<file path="src/design/aip_pkg.sv">
// aip_pkg: shared types, codes and constants of the ascii integer parser
// no dependencies; used by aip_front, aip_back and the top level

package aip_pkg;

   localparam int MidDepth    = 4;
   localparam int ResultDepth = 2;

   localparam int CsrIndexWidth = 2;
   localparam int CsrDataWidth  = 8;

   localparam logic [CsrIndexWidth-1:0] CsrNumberFormat = 2'd0;
   localparam logic [CsrIndexWidth-1:0] CsrResultWidth  = 2'd1;

   localparam logic [1:0] FmtSignedDec   = 2'd0;
   localparam logic [1:0] FmtUnsignedDec = 2'd1;

   localparam logic [1:0] KindDigit = 2'd0;
   localparam logic [1:0] KindMinus = 2'd1;
   localparam logic [1:0] KindSkip  = 2'd2;
   localparam logic [1:0] KindBad   = 2'd3;

   localparam logic [7:0] AsciiZero   = 8'h30;
   localparam logic [7:0] AsciiNine   = 8'h39;
   localparam logic [7:0] AsciiUpperA = 8'h41;
   localparam logic [7:0] AsciiUpperF = 8'h46;
   localparam logic [7:0] AsciiLowerA = 8'h61;
   localparam logic [7:0] AsciiLowerF = 8'h66;
   localparam logic [7:0] AsciiMinus  = 8'h2d;
   localparam logic [7:0] AsciiPlus   = 8'h2b;

   typedef struct packed {
      logic [7:0] character;
      logic       is_last;
   } req_type;

   typedef struct packed {
      logic [63:0] value;
      logic        bad_char;
   } rsp_type;

   typedef struct packed {
      logic [1:0] kind;
      logic [3:0] digit;
      logic       hex;
      logic       is_last;
      logic       wide;
   } entry_type;

endpackage

</file>
<file path="src/design/aip_fifo.sv">
// aip_fifo: small register queue with push/full and pop/empty sides
// no dependencies; used by the top level for the middle and result queues

module aip_fifo #(
   parameter int DataWidth = 8,
   parameter int Depth     = 4
) (
   input  logic                 clock,
   input  logic                 reset,
   input  logic                 push,
   input  logic [DataWidth-1:0] push_data,
   output logic                 full,
   input  logic                 pop,
   output logic [DataWidth-1:0] pop_data,
   output logic                 empty
);

   localparam int PtrWidth   = (Depth > 1) ? $clog2(Depth) : 1;
   localparam int CountWidth = $clog2(Depth + 1);

   logic [DataWidth-1:0]  store_ff [Depth];
   logic [PtrWidth-1:0]   wr_ptr_ff, wr_ptr_in;
   logic [PtrWidth-1:0]   rd_ptr_ff, rd_ptr_in;
   logic [CountWidth-1:0] count_ff, count_in;
   logic                  do_push, do_pop;

   assign full     = (count_ff == CountWidth'(Depth));
   assign empty    = (count_ff == '0);
   assign do_push  = push && !full;
   assign do_pop   = pop && !empty;
   assign pop_data = store_ff[rd_ptr_ff];

   always_comb begin
      wr_ptr_in = wr_ptr_ff;
      rd_ptr_in = rd_ptr_ff;
      count_in  = count_ff;
      if (do_push) begin
         wr_ptr_in = (wr_ptr_ff == PtrWidth'(Depth - 1)) ? '0 : wr_ptr_ff + PtrWidth'(1);
      end
      if (do_pop) begin
         rd_ptr_in = (rd_ptr_ff == PtrWidth'(Depth - 1)) ? '0 : rd_ptr_ff + PtrWidth'(1);
      end
      if (do_push && !do_pop) begin
         count_in = count_ff + CountWidth'(1);
      end else if (do_pop && !do_push) begin
         count_in = count_ff - CountWidth'(1);
      end
   end

   always_ff @(posedge clock) begin
      if (reset) begin
         wr_ptr_ff <= '0;
         rd_ptr_ff <= '0;
         count_ff  <= '0;
      end else begin
         wr_ptr_ff <= wr_ptr_in;
         rd_ptr_ff <= rd_ptr_in;
         count_ff  <= count_in;
      end
   end

   always_ff @(posedge clock) begin
      if (do_push) begin
         store_ff[wr_ptr_ff] <= push_data;
      end
   end

endmodule

</file>
<file path="src/design/aip_front.sv">
// aip_front: accepts characters and classifies them as digit, sign or bad
// depends on aip_pkg; feeds the middle aip_fifo

module aip_front (
   input  logic                clock,
   input  logic                reset,
   input  logic                req_push,
   input  aip_pkg::req_type    req_data,
   input  logic [1:0]          number_format,
   input  logic                result_wide,
   input  logic                mid_full,
   output logic                mid_push,
   output aip_pkg::entry_type  mid_data
);

   logic       at_start_ff, at_start_in;
   logic       accept;
   logic       hex;
   logic       signed_dec;
   logic [7:0] ch;
   logic       is_dec, is_upper, is_lower;

   assign accept     = req_push && !mid_full;
   assign mid_push   = accept;
   assign ch         = req_data.character;
   assign signed_dec = (number_format == aip_pkg::FmtSignedDec);
   assign hex        = !signed_dec && (number_format != aip_pkg::FmtUnsignedDec);
   assign is_dec     = (ch >= aip_pkg::AsciiZero) && (ch <= aip_pkg::AsciiNine);
   assign is_upper   = hex && (ch >= aip_pkg::AsciiUpperA) && (ch <= aip_pkg::AsciiUpperF);
   assign is_lower   = hex && (ch >= aip_pkg::AsciiLowerA) && (ch <= aip_pkg::AsciiLowerF);

   always_comb begin
      mid_data.hex     = hex;
      mid_data.is_last = req_data.is_last;
      mid_data.wide    = result_wide;
      mid_data.digit   = ch[3:0];
      mid_data.kind    = aip_pkg::KindBad;
      if (is_dec) begin
         mid_data.kind = aip_pkg::KindDigit;
      end else if (is_upper) begin
         mid_data.kind  = aip_pkg::KindDigit;
         mid_data.digit = 4'(ch - aip_pkg::AsciiUpperA + 8'd10);
      end else if (is_lower) begin
         mid_data.kind  = aip_pkg::KindDigit;
         mid_data.digit = 4'(ch - aip_pkg::AsciiLowerA + 8'd10);
      end else if (signed_dec && at_start_ff && ch == aip_pkg::AsciiMinus) begin
         mid_data.kind = aip_pkg::KindMinus;
      end else if (signed_dec && at_start_ff && ch == aip_pkg::AsciiPlus) begin
         mid_data.kind = aip_pkg::KindSkip;
      end
   end

   always_comb begin
      at_start_in = at_start_ff;
      if (accept) begin
         at_start_in = req_data.is_last;
      end
   end

   always_ff @(posedge clock) begin
      if (reset) begin
         at_start_ff <= 1'b1;
      end else begin
         at_start_ff <= at_start_in;
      end
   end

endmodule

</file>
<file path="src/design/aip_back.sv">
// aip_back: accumulates classified characters and finishes one value per field
// depends on aip_pkg; drains the middle aip_fifo, fills the result aip_fifo

module aip_back (
   input  logic                clock,
   input  logic                reset,
   input  logic                mid_empty,
   input  aip_pkg::entry_type  mid_data,
   output logic                mid_pop,
   input  logic                res_full,
   output logic                res_push,
   output aip_pkg::rsp_type    res_data
);

   logic [63:0] acc_ff, acc_in;
   logic        neg_ff, neg_in;
   logic        inv_ff, inv_in;
   logic        fin_valid_ff, fin_valid_in;
   logic [63:0] fin_acc_ff, fin_acc_in;
   logic        fin_neg_ff, fin_neg_in;
   logic        fin_inv_ff, fin_inv_in;
   logic        fin_wide_ff, fin_wide_in;
   logic [63:0] acc_step;
   logic [63:0] signed_val;
   logic        fin_free;

   assign fin_free = !fin_valid_ff || !res_full;
   assign mid_pop  = !mid_empty && fin_free;
   assign res_push = fin_valid_ff;

   always_comb begin
      if (mid_data.hex) begin
         acc_step = {acc_ff[59:0], mid_data.digit};
      end else begin
         acc_step = {acc_ff[60:0], 3'b000} + {acc_ff[62:0], 1'b0} + 64'(mid_data.digit);
      end
   end

   always_comb begin
      acc_in       = acc_ff;
      neg_in       = neg_ff;
      inv_in       = inv_ff;
      fin_valid_in = fin_valid_ff && res_full;
      fin_acc_in   = fin_acc_ff;
      fin_neg_in   = fin_neg_ff;
      fin_inv_in   = fin_inv_ff;
      fin_wide_in  = fin_wide_ff;
      if (mid_pop) begin
         case (mid_data.kind)
            aip_pkg::KindDigit: acc_in = acc_step;
            aip_pkg::KindMinus: neg_in = 1'b1;
            aip_pkg::KindSkip:  acc_in = acc_ff;
            default:            inv_in = 1'b1;
         endcase
         if (mid_data.is_last) begin
            fin_valid_in = 1'b1;
            fin_acc_in   = acc_in;
            fin_neg_in   = neg_in;
            fin_inv_in   = inv_in;
            fin_wide_in  = mid_data.wide;
            acc_in       = '0;
            neg_in       = 1'b0;
            inv_in       = 1'b0;
         end
      end
   end

   always_comb begin
      signed_val = fin_neg_ff ? (64'd0 - fin_acc_ff) : fin_acc_ff;
      if (!fin_wide_ff) begin
         signed_val = {32'd0, signed_val[31:0]};
      end
      res_data.value    = fin_inv_ff ? 64'd0 : signed_val;
      res_data.bad_char = fin_inv_ff;
   end

   always_ff @(posedge clock) begin
      if (reset) begin
         acc_ff       <= '0;
         neg_ff       <= 1'b0;
         inv_ff       <= 1'b0;
         fin_valid_ff <= 1'b0;
      end else begin
         acc_ff       <= acc_in;
         neg_ff       <= neg_in;
         inv_ff       <= inv_in;
         fin_valid_ff <= fin_valid_in;
      end
   end

   always_ff @(posedge clock) begin
      fin_acc_ff  <= fin_acc_in;
      fin_neg_ff  <= fin_neg_in;
      fin_inv_ff  <= fin_inv_in;
      fin_wide_ff <= fin_wide_in;
   end

endmodule

</file>
<file path="src/design/ascii_integer_parser.sv">
// ascii_integer_parser: top level, config registers, front, queues and back
// depends on aip_pkg, aip_fifo, aip_front and aip_back
//
//   channel  ports                                     direction
//   req      req_push, req_full, req_data              character in, one a transaction
//   rsp      rsp_empty, rsp_pop, rsp_data              one value per field out
//   csr      csr_valid, csr_ready, csr_index, csr_data register write, always ready
//
// one character and one back accumulator shift-add a cycle while nothing stalls
// a result passes the middle queue, finish register and result queue to rsp
// req_full rises only when the middle queue fills behind a stalled result queue
// synchronous reset empties both queues and starts a new field

module ascii_integer_parser #(
   parameter int MidDepth    = aip_pkg::MidDepth,
   parameter int ResultDepth = aip_pkg::ResultDepth
) (
   input  logic                              clock,
   input  logic                              reset,
   input  logic                              req_push,
   output logic                              req_full,
   input  aip_pkg::req_type                  req_data,
   output logic                              rsp_empty,
   input  logic                              rsp_pop,
   output aip_pkg::rsp_type                  rsp_data,
   input  logic                              csr_valid,
   output logic                              csr_ready,
   input  logic [aip_pkg::CsrIndexWidth-1:0] csr_index,
   input  logic [aip_pkg::CsrDataWidth-1:0]  csr_data
);

   logic [1:0]         format_ff, format_in;
   logic               wide_ff, wide_in;
   logic               mid_push, mid_full, mid_pop, mid_empty;
   aip_pkg::entry_type mid_wr, mid_rd;
   logic               res_push, res_full;
   aip_pkg::rsp_type   res_data;

   assign csr_ready = 1'b1;

   always_comb begin
      format_in = format_ff;
      wide_in   = wide_ff;
      if (csr_valid && csr_index == aip_pkg::CsrNumberFormat) begin
         format_in = csr_data[1:0];
      end
      if (csr_valid && csr_index == aip_pkg::CsrResultWidth) begin
         wide_in = csr_data[0];
      end
   end

   always_ff @(posedge clock) begin
      if (reset) begin
         format_ff <= aip_pkg::FmtSignedDec;
         wide_ff   <= 1'b0;
      end else begin
         format_ff <= format_in;
         wide_ff   <= wide_in;
      end
   end

   aip_front u_front (
      .clock         (clock),
      .reset         (reset),
      .req_push      (req_push),
      .req_data      (req_data),
      .number_format (format_ff),
      .result_wide   (wide_ff),
      .mid_full      (mid_full),
      .mid_push      (mid_push),
      .mid_data      (mid_wr)
   );

   assign req_full = mid_full;

   aip_fifo #(
      .DataWidth ($bits(aip_pkg::entry_type)),
      .Depth     (MidDepth)
   ) u_mid_fifo (
      .clock     (clock),
      .reset     (reset),
      .push      (mid_push),
      .push_data (mid_wr),
      .full      (mid_full),
      .pop       (mid_pop),
      .pop_data  (mid_rd),
      .empty     (mid_empty)
   );

   aip_back u_back (
      .clock     (clock),
      .reset     (reset),
      .mid_empty (mid_empty),
      .mid_data  (mid_rd),
      .mid_pop   (mid_pop),
      .res_full  (res_full),
      .res_push  (res_push),
      .res_data  (res_data)
   );

   aip_fifo #(
      .DataWidth ($bits(aip_pkg::rsp_type)),
      .Depth     (ResultDepth)
   ) u_res_fifo (
      .clock     (clock),
      .reset     (reset),
      .push      (res_push),
      .push_data (res_data),
      .full      (res_full),
      .pop       (rsp_pop),
      .pop_data  (rsp_data),
      .empty     (rsp_empty)
   );

   a_res_held: assert property (@(posedge clock) disable iff (reset)
      (res_push && res_full) |=> (res_push && $stable(res_data)))
      else $error("finished result changed while the result queue was full");

   a_mid_no_underflow: assert property (@(posedge clock) disable iff (reset)
      mid_pop |-> !mid_empty)
      else $error("middle queue popped while empty");

   a_bad_gives_zero: assert property (@(posedge clock) disable iff (reset)
      (!rsp_empty && rsp_data.bad_char) |-> (rsp_data.value == 64'd0))
      else $error("bad character result is not zero");

endmodule
</file>
<file path="config.mk">
export PLATFORM = sky130hd
export DESIGN_NAME = ascii_integer_parser
export DESIGN_NICKNAME = d
export VERILOG_FILES = /design/src/design/aip_pkg.sv /design/src/design/aip_fifo.sv /design/src/design/aip_front.sv /design/src/design/aip_back.sv /design/src/design/ascii_integer_parser.sv
export SDC_FILE = /design/constraint.sdc
export NUM_CORES = 1
export LEC_CHECK = 0
export ABC_AREA = 1
export BUFFER_PORTS_ARGS = -buffer_cell sky130_fd_sc_hd__buf_2
export CELL_PAD_IN_SITES_DETAIL_PLACEMENT = 1
export CELL_PAD_IN_SITES_GLOBAL_PLACEMENT = 2
export CORE_ASPECT_RATIO = 1.75
export CORE_MARGIN = 3
export CORE_UTILIZATION = 34
export CTS_CLUSTER_SIZE = 28
export DETAILED_ROUTE_END_ITERATION = 10
export PLACE_DENSITY = 0.88
export SLEW_MARGIN = 20
export SYNTH_ARGS = -nofsm -noshare
export SYNTH_HDL_FRONTEND = slang
export SYNTH_SLANG_ARGS = --single-unit
</file>
<file path="constraint.sdc">
create_clock -name clock -period 4.4 [get_ports clock]
set_input_delay 0.44 -clock clock [delete_from_list [all_inputs] [get_ports clock]]
set_output_delay 0.44 -clock clock [all_outputs]
set_load 0.05 [all_outputs]
</file>
==> impl_metrics.toml, run 1 <==
[floorplan]
rows = 121
dieArea_um2 = 66100
die_h_um = 338
die_x_um = 196
core_um2 = 62200
io_pins = 92
start_util_pct = 34.4

[grt]
grt_pass1_vias = 20800
grt_max_degree = 90
grt_pass1_wl_um = 109000
antenna_found_initial = 0
overflow = 0
grt_usage_pct = 20.7

[routing]
num_vias = 19000
post-route-drc-count = 0
ant_nets = 0
wl_per_cell_um = 18.7
wl_um = 69300
drt_iter0_markers = 777
drtPass1Iterations = 5
vias_per_cell = 5.12

[sta]
fin_crit_ps = 4060
finalClockSkew_ps = 40.8
slew_headroom_pct = 37.3
tightest_slew_ps = 931
max_freq_mhz = 246
hold_viol = 0
fin_crit_sh_pct = 92.4
setup-violations-final = 0
rsz0062_at_grt = "no"
tns_ps = 0
drv_slew = 0

[clock_network]
cts.reportedPaths.clkPinSlew_ps = 70
insertion_delay_ps = 610
cts_made_buffers = 29
post_cts_buffers = 0
cts_resized = 0
cts_hold_buffers = 0
clkSinkCount = 318
ctsHtreeMaxLevel = 1
clk_path_buf_depth = 3
root_buffer = "clkbuf_16"
cts_tree = "built"

[pwr]
power.switching_mw = 6.36
comb_power_share_pct = 44.7
p_per_area_nw_per_um2 = 586
peakVddDrop_v = 0.000548
pwr-share-seq_pct = 35.7
leakagePower_nw = 10.8
p_int_mw = 7.50
clkPwrFrac_pct = 19.6
swShare_pct = 45.9

[synthesis]
ys_ff_latch = 318
synthCells = 2826
yosysUniqueCellTypes = 59
avgSynthCellArea_um2 = 7.57
synth_nets = 2987
synth.yosys.seq_area_share_pct = 40.7
ys_warn_count = 0
netlist_area_um2 = 21400

[finish]
diodes = 0
fin_cells = 3708
synthToLayoutAreaGrowth_pct = 10.7
fillCellCount = 7663
layout-drive-gt1-share_pct = 10.1
num-nets-final = 3048

[place]
place_hpwl_um = 55500
place_congestion = 0.953
numPortBuffers = 84
placed_cells = 3655

[min_path]
hold_class = "input pin to register"

[setup_path]
rr_worst_depth = 19
arrival_ps = 4490
worst_ep_required_time_ps = 4830
cp_max_fo = 19
cp-start-kind = "register"
crit_path_end_kind = "register"
criticalPathCategory = "register to register"
ff2ff_setup_slack_ps = 340
timing.rr.end = "u_back.acc_ff[56]$_SDFFE_PP0P_"
crit_end = "u_back.acc_ff[56]$_SDFFE_PP0P_"

[run_status]
outcome = "complete, no violations"

[run]
cap_violations = 0
[cells by family (layout without fill, tap and decap cells)]
group	Yosys count	in the layout	share of synthesized area [%]
flip-flops	318	318	40.7
adder cells (fa/ha/maj)	137	137	8.12
buffers and inverters	504	587	9.30
XOR/XNOR	32	32	1.31
other	1	1	0.0175
multiplexers	65	65	3.42
AND/OR/NAND/NOR	1333	1333	25.7
AO/OA/AOI/OAI	436	436	11.4
[worst min-delay path by stage]
stage | start | endpoint | slack [ps] | cells past startpoint
2_1_floorplan | u_front.at_start_ff$_SDFFE_PP1P_ | u_front.at_start_ff$_SDFFE_PP1P_ | 430 | 2
3_3_place_gp | u_front.at_start_ff$_SDFFE_PP1P_ | u_front.at_start_ff$_SDFFE_PP1P_ | 450 | 2
3_5_place_dp | u_front.at_start_ff$_SDFFE_PP1P_ | u_front.at_start_ff$_SDFFE_PP1P_ | 450 | 2
4_1_cts | req_data[0] | u_mid_fifo.store_ff[1][1]$_DFFE_PP_ | 30 | 1
5_1_grt | req_data[0] | u_mid_fifo.store_ff[1][1]$_DFFE_PP_ | 60 | 1
6_report | req_data[0] | u_mid_fifo.store_ff[1][1]$_DFFE_PP_ | 70 | 1
[per-layer routing]
layer | track usage (%) | routed length, um | up-vias
met5 | 0 | 0 | -
met4 | 9.29 | 3320 | 0
met3 | 1.34 | 1530 | 145
met2 | 41.6 | 37900 | 293
met1 | 21.5 | 26500 | 9209
li1 | - | - | 9344
[Yosys cell counts, drive strengths merged]
| cell | count | area (um^2) |
|---|---|---|
| clkbuf | 42 | 158 |
| nand3 | 132 | 681 |
| nor3 | 42 | 230 |
| a21boi | 8 | 60.1 |
| a32oi | 4 | 42.6 |
| nand3b | 12 | 90.1 |
| nand2 | 832 | 3140 |
| xor2 | 29 | 254 |
| buf | 32 | 215 |
| o31ai | 1 | 7.51 |
| o41ai | 1 | 8.76 |
| and3 | 3 | 18.8 |
| o21bai | 9 | 67.6 |
| and2 | 5 | 31.3 |
| nand4 | 31 | 200 |
| a21oi | 261 | 1360 |
| a211oi | 2 | 15.0 |
| or2 | 9 | 56.3 |
| conb | 1 | 3.75 |
| a22oi | 2 | 25.0 |
| clkinv | 1 | 3.75 |
| nor3b | 2 | 20.0 |
| a2111oi | 1 | 8.76 |
| o21ai | 130 | 696 |
| nor2 | 258 | 991 |
| fa | 3 | 60.1 |
| ha | 134 | 1680 |
| o22ai | 5 | 31.3 |
| a21o | 3 | 22.5 |
| xnor2 | 3 | 26.3 |
| dfxtp | 85 | 1700 |
| a32o | 1 | 10.0 |
| mux2 | 65 | 732 |
| o211ai | 4 | 48.8 |
| inv | 429 | 1610 |
| nor4 | 7 | 43.8 |
| o21a | 3 | 22.5 |
| edfxtp | 233 | 7000 |
| o211a | 1 | 10.0 |
[cells in the final DEF, fill, tap and decap left out, drive strengths merged, types with 12 or more instances in the layout]
cell type  instances
nor2             258
nand4             31
dfxtp             85
nand3b            12
xor2              29
nand2            832
buf              104
mux2              65
edfxtp           233
a21oi            261
inv              433
nand3            132
o21ai            130
ha               134
nor3              42
clkbuf            31
[flip-flops by register name (all words and copies together) (netlist names), named ones only]
signal                cells
format_ff                 2
u_back.acc_ff            64
u_back.fin_acc_ff        64
u_back.fin_inv_ff         1
u_back.fin_neg_ff         1
u_back.fin_wide_ff        1
u_back.inv_ff             1
u_back.neg_ff             1
u_back.res_push           1
u_front.at_start_ff       1
u_mid_fifo.count_ff       3
u_mid_fifo.rd_ptr_ff      2
u_mid_fifo.store_ff      36
u_mid_fifo.wr_ptr_ff      2
u_res_fifo.count_ff       2
u_res_fifo.rd_ptr_ff      1
u_res_fifo.store_ff     130
u_res_fifo.wr_ptr_ff      1
wide_ff                   1
[worst max-delay path, cell delays in order, from the launching register on]
cell and delay (ps):
dfxtp_1 740, nand2_1 120, a32o_1 310, fa_1 490, inv_1 70, fa_1 490, nand3_1 130, nand3_2 130
nand2_1 90, nand2_1 120, nand2_1 90, nand3_1 300, nand2_1 280, nand3_1 90, nand2_1 70, nand3_1 70
nand2_1 90, nand2_1 60, nand2_1 60, a21oi_1 60
[stage by stage]
step	setup WS, ps	hold WS [ps]	power, mW	util [%]	area [um^2]
final	335	69.0	13.9	38.0	23700
after global routing	65.4	57.0	14.7	38.0	23700
after CTS	340	30.4	14.0	38.0	23700
after detailed placement	396	452	11.2	36.4	22700
after global placement	505	449	11.0	36.4	22700
after floorplan	121	429	9.32	-	21400
[cell type report]
cell class                 instances  area, um^2  share of cell area (%)
sequential                       318        8700                    36.8
timing repair buffer             104         621                    2.62
inverter                         430        1620                    6.83
tap                              799        1000                    4.22
clock inverter                    22         259                    1.09
multi-input combinational       2004       10700                    45.3
clock buffer                      31         753                    3.18
[power groups by stage]
| stage | clock network, mW | logic [mW] | registers [mW] |
|---|---|---|---|
| global placement | 0 | 6.00 | 4.96 |
| global route | 2.89 | 6.78 | 5.04 |
| detailed placement | 0 | 6.19 | 5.02 |
| floorplan | 0 | 4.54 | 4.78 |
| finish | 2.72 | 6.19 | 4.95 |
| CTS | 2.79 | 6.22 | 4.96 |
No activity file was read; power rests on OpenSTA's default activity.
==> run 2: changes to the inputs <==
- ABC_AREA: 1 -> default
- CORE_UTILIZATION: 34 -> 37
- PLACE_DENSITY: 0.88 -> 0.86
- SLEW_MARGIN: 20 -> default
==> run 2 against run 1 <==
  * Sequential cell count did not move
  * Critical path depth fell by 4
  * Setup slack got worse by 230 ps
  * Clock skew barely moved
  * Count of clock-buffer cells in the layout rose by 3
  * Via count fell by 25%
  * Cell area fell by 11%
  * First-iteration DRC count fell by 16%
  * Combinational power fell by 23%
  * Global-route usage fell by 1.4 points
  * Largest cell class unchanged
==> impl_metrics.toml, run 2 <==
[run_status]
outcome = "complete, no violations"

[setup_path]
cp_max_fo = 5
cp-start-kind = "register"
rr_worst_depth = 15
arrival_ps = 4600
timing.rr.end = "u_back.fin_acc_ff[54]$_DFFE_PP_"
criticalPathCategory = "register to register"
ff2ff_setup_slack_ps = 100
worst_ep_required_time_ps = 4700
crit_path_end_kind = "register"

[run]
cap_violations = 0

[synthesis]
synthTopCellsByArea = "edfxtp_1, dfxtp_1, ha_1"
yosysUniqueCellTypes = 74
ys_warn_count = 0
synth_nets = 1957
yosysTopAreaCell = "edfxtp_1"
ys_ff_latch = 318
avgSynthCellArea_um2 = 10.4
netlist_area_um2 = 18700
async_flop_share_pct = 0
synth_top_area_share_pct = 37.5
synth_edf_count = 233
synth_common_cells = "edfxtp_1, nor2_1, nand2_1, ha_1, a21oi_1"
synth.yosys.seq_area_share_pct = 46.6
ys.flop_type = "edfxtp_1"
synth.most_common_cell = "edfxtp_1"
synthCells = 1796

[finish]
num-nets-final = 2038
multiInputGateArea_um2 = 9560
final_cell_mix = "edfxtp_1, nor2_1, nand2_1"
synthToLayoutAreaGrowth_pct = 13.4
regMostFlops = "u_res_fifo.store_ff"
fin_cells = 2559
fillCellCount = 5555
layout-drive-gt1-share_pct = 17.6
largest_register_ffs = 130
layout_commonest_cell = "edfxtp_1"
ff_latch_area_um2 = 8700
diodes = 0
top_regs = "u_res_fifo.store_ff: 130 flops, u_back.acc_ff: 64 flops, u_back.fin_acc_ff: 64 flops"

[grt]
grt_max_degree = 66
grt_pass1_wl_um = 82600
antenna_found_initial = 0
overflow = 0
grt_usage_pct = 19.3
grt_pass1_vias = 15200

[sta]
max_freq_mhz = 233
rsz0062_at_grt = "yes"
hold_viol = 0
fin_crit_sh_pct = 97.6
tightest_slew_ps = 912
slew_headroom_pct = 38.8
setup-violations-final = 0
fin_crit_ps = 4300
finalClockSkew_ps = 40.8
drv_slew = 0
tns_ps = 0

[floorplan]
dieArea_um2 = 53300
start_util_pct = 37.5
rows = 108
io_pins = 92
core_um2 = 49700
die_h_um = 303
die_x_um = 176

[routing]
post-route-drc-count = 0
routed.top_layer = "met4"
wl_met2_um = 28600
wl_met3_um = 1470
met1_length_um = 20100
drt_iter0_markers = 653
drtPass1Iterations = 5
wl_per_cell_um = 20.5
wl_um = 52400
num_vias = 14200
vias_per_cell = 5.56
ant_nets = 0

[place]
place_congestion = 0.902
place_hpwl_um = 39800
numPortBuffers = 84
placed_cells = 2497

[clock_network]
insertion_delay_ps = 590
clk_path_buf_depth = 3
clkSinkCount = 318
cts_tree = "built"
cts.reportedPaths.clkPinSlew_ps = 70
cts_hold_buffers = 0
ctsHtreeMaxLevel = 1
cts_made_buffers = 28
root_buffer = "clkbuf_16"

[pwr]
peakVddDrop_v = 0.000275
leakagePower_nw = 8.38
finalPower_mw = 11.9
p_per_area_nw_per_um2 = 562

[min_path]
hold_class = "input pin to register"
min_to = "format_ff[0]$_SDFFE_PP0P_"
hp-start = "csr_data[0]"
whs_path_depth = 3
## run 2: changes by cell type in the layout (fill, tap and decap cells not counted), sizes merged, moves of 31 or more
| cell | previous run | this run |
|---|---|---|
| nand3 | 132 | 32 |
| xor2 | 29 | 92 |
| nand2 | 832 | 162 |
| buf | 104 | 157 |
| inv | 433 | 39 |
| a21o | 3 | 34 |
| a21oi | 261 | 121 |
| nor2 | 258 | 177 |
## run 2: layer usage
| layer | global-route usage [%] | vias to the layer above |
|---|---|---|
| met5 | 0 | - |
| met4 | 8.34 | 0 |
| met3 | 1.68 | 112 |
| met2 | 37.6 | 274 |
| met1 | 21.0 | 7012 |
| li1 | - | 6820 |
## run 2: where the power goes
| part | total (mW) | internal, mW | switching [mW] |
|---|---|---|---|
| clock | 2.57 | 1.42 | 1.15 |
| sequential | 4.53 | 4.13 | 0.402 |
| combinational | 4.78 | 1.43 | 3.35 |
| total | 11.9 | 6.99 | 4.90 |
## run 2: how the worst max path moves through the flow
stage | startpoint | endpoint | slack (ps)
floorplan | register | u_back.fin_acc_ff[54]$_DFFE_PP_ | 30
global placement | register | u_back.fin_acc_ff[54]$_DFFE_PP_ | -190
detailed placement | register | u_back.fin_acc_ff[54]$_DFFE_PP_ | -190
CTS | register | u_back.fin_acc_ff[54]$_DFFE_PP_ | 8
global route | register | u_back.fin_acc_ff[54]$_DFFE_PP_ | -60
finish | register | u_back.fin_acc_ff[54]$_DFFE_PP_ | 100
## run 2: cells by family (layout without fill, tap and decap cells)
family,Yosys count,in the layout,synth area share [%]
mux,101,101,6.47
compound gates,466,466,16.4
other cells,1,1,0.0201
simple gates,507,507,12.5
buf+inv,143,246,2.95
xor+xnor,123,123,5.78
fa+ha+maj,137,137,9.31
flops,318,318,46.6
## run 2: what timing repair did
action	in CTS	in global routing
pin swaps	3	17
setup endpoints to repair	28	38
resized for setup	9	20
buffers inserted	0	10
## run 2: per-stage QoR
stage / instance area, um^2 / setup slack [ps] / util [%] / hold slack (ps)
floorplan: 18700 / 28.4 / - / 425
global placement: 20000 / -194 / 40.3 / 434
detailed placement: 20000 / -187 / 40.3 / 471
CTS: 21000 / 7.75 / 42.2 / 91.9
global route: 21200 / -59.8 / 42.6 / 138
finish: 21200 / 105 / 42.6 / 119
## run 2: worst max-delay path: stages (launching register included)
cell and delay [ps]:
dfxtp_4 390, mux4_2 550, ha_4 270, ha_4 160
fa_2 400, a21oi_2 170, o211ai_1 150, a221oi_2 440
a2111oi_2 140, a211oi_2 210, buf_4 170, o21ai_4 80
a211oi_4 300, xor2_1 180, o21ai_1 110, mux2_4 280
## run 2: final cells by class
class,count,share of cell area (%)
clock buffers,34,3.42
clock inverters,18,1.08
inverters,37,0.656
multi-input cells,1335,45.2
flip-flops and latches,318,41.1
well taps,660,3.90
repair buffers,157,4.64
==> run 3: changes to the inputs <==
- clock period: 4.4 -> 3.85 ns (I/O delays scaled with it)
==> run 3 against run 2 <==
  * The run now ends with setup timing left
  * Wire length up 8.4%
  * Sequential share of layout area down 2.8 points
  * Setup slack worse by 470 ps
  * Via count up 3.8%
  * Critical endpoint unchanged
  * Utilization up 3.1 points
  * Cell area up 7.2%
==> impl_metrics.toml, run 3 (same netlist as run 2, synthesis figures left out) <==
[place]
placed_area_um2 = 20500
numPortBuffers = 84
place_congestion = 0.903
place_hpwl_um = 41600
placed_cells = 2549

[routing]
wl_met3_um = 1560
ant_nets = 0
vias_per_cell = 5.59
post-route-drc-count = 0
met1_length_um = 21600
drt_iter0_markers = 770
wl_per_cell_um = 21.5
num_vias = 14800
wl_um = 56800
wl_met2_um = 31400
routed.top_layer = "met4"
drtPass1Iterations = 5

[floorplan]
core_um2 = 49700
io_pins = 92
die_x_um = 176
start_util_pct = 37.5
die_h_um = 303
rows = 108
dieArea_um2 = 53300

[pwr]
p_int_mw = 8.51
comb_power_share_pct = 41.0
peakVddDrop_v = 0.000286
p_per_area_nw_per_um2 = 631
swShare_pct = 40.6
pwr-share-seq_pct = 36.4
power.switching_mw = 5.81
finalPower_mw = 14.3
clkPwrFrac_pct = 22.6
leakagePower_nw = 9.01

[setup_path]
cp_max_fo = 3
path_cells = "buf_6 -> mux4_2 -> ha_4 -> ha_4 -> fa_2 -> a21oi_2 -> o211ai_1 -> a221oi_2 -> buf_4 -> a2111oi_4 -> a211oi_4 -> o21ai_4 -> a211oi_4 -> xor2_1 -> o21ai_1 -> mux2_4"
crit_path_end_kind = "register"
arrival_ps = 4520
cp_slowest_stage_delay_ps = 540
cp_slowest_cell = "mux4_2"
cp-start-kind = "register"
criticalPathCategory = "register to register"
worst_ep_required_time_ps = 4160

[sta]
setup_ws_ps = -361
setup-violations-final = 76
slew_headroom_pct = 23.3
hold_viol = 0
max_freq_mhz = 237
rsz0062_at_grt = "yes"
drv_slew = 0
tightest_slew_ps = 1140
finalClockSkew_ps = 32.2
fin_crit_ps = 4210
fin_crit_sh_pct = 109

[clock_network]
cts_tree = "built"
clkSinkCount = 318
insertion_delay_ps = 590
cts_made_buffers = 29
root_buffer = "clkbuf_16"
ctsHtreeMaxLevel = 1
cts.reportedPaths.clkPinSlew_ps = 70
clk_path_buf_depth = 3

[run_status]
violations = "setup timing"
outcome = "finished, violations left"

[finish]
layout-drive-gt1-share_pct = 25.9
fillCellCount = 5433
diodes = 0
layout_commonest_cell = "edfxtp_1"
multiInputGateArea_um2 = 10300
ff_latch_area_um2 = 8700
top_regs = "u_res_fifo.store_ff: 130 flops, u_back.acc_ff: 64 flops, u_back.fin_acc_ff: 64 flops"
post-route-cell-area_um2 = 22700
largest_register_ffs = 130
regMostFlops = "u_res_fifo.store_ff"
utilization_pct = 45.6
num-nets-final = 2118
fin_cells = 2640
final_cell_mix = "edfxtp_1, nor2_1, nand2_1"
synthToLayoutAreaGrowth_pct = 21.6

[run]
cap_violations = 0

[grt]
grt_usage_pct = 20.5
grt_max_degree = 66
overflow = 0
grt_pass1_vias = 15900
grt_pass1_wl_um = 87500
antenna_found_initial = 0

[min_path]
hold_class = "input pin to register"
## run 3: layout make-up
cell class / count / share of cell area [%]
well taps: 660 / 3.64
flip-flops and latches: 318 / 38.4
clock inverters: 19 / 1.35
multi-input cells: 1335 / 45.3
inverters: 37 / 0.612
clock buffers: 35 / 3.30
repair buffers: 236 / 7.42
## run 3: path summary, 6_finish.rpt
check                                        end  slack [ps]  cells past startpoint                      startpoint
max              u_back.fin_acc_ff[54]$_DFFE_PP_        -360                     16                        register
min          u_mid_fifo.store_ff[1][1]$_DFFE_PP_          50                      1                     req_data[0]
max reg2reg      u_back.fin_acc_ff[54]$_DFFE_PP_        -360                     16                        register
min reg2reg       u_back.acc_ff[63]$_SDFFE_PP0P_         480                      2  u_back.acc_ff[63]$_SDFFE_PP0P_
## run 3: routing by layer
metal  vias up  global-route usage (%)
li1       6989                       -
met1      7334                    22.3
met2       303                    40.2
met3       132                    1.67
met4         0                    8.32
met5         -                       0
## run 3: power groups by stage
stage	registers, mW	logic [mW]	clock network (mW)
floorplan	5.11	3.94	0
detailed placement	5.28	5.64	0
global route	5.29	6.34	3.41
global placement	5.22	5.46	0
CTS	5.22	5.74	3.30
finish	5.22	5.87	3.23
## run 3: what timing repair did
item	in CTS	in global routing
buffers inserted	29	20
resized for setup	111	96
pin swaps	65	72
hold buffers	0	0
hold endpoints to repair	0	0
endpoints found under the setup margin	101	123
## run 3: critical path: cells and delay by family (launching register included)
kind                     cells  cell delay, ps
multiplexers                 2             800
XOR/XNOR                     1             180
AO/OA/AOI/OAI                8            1610
buffers and inverters        2             270
flip-flops                   1             370
adder cells (fa/ha/maj)      3             690
## run 3: stage by stage
step	hold slack, ps	TNS (ps)	setup slack, ps
2_1_floorplan	425	-2750	-320
3_3_place_gp	440	-8350	-363
3_5_place_dp	459	-16480	-493
4_1_cts	28.5	-8300	-334
5_1_grt	47.2	-24090	-457
6_report	50.8	-12000	-361
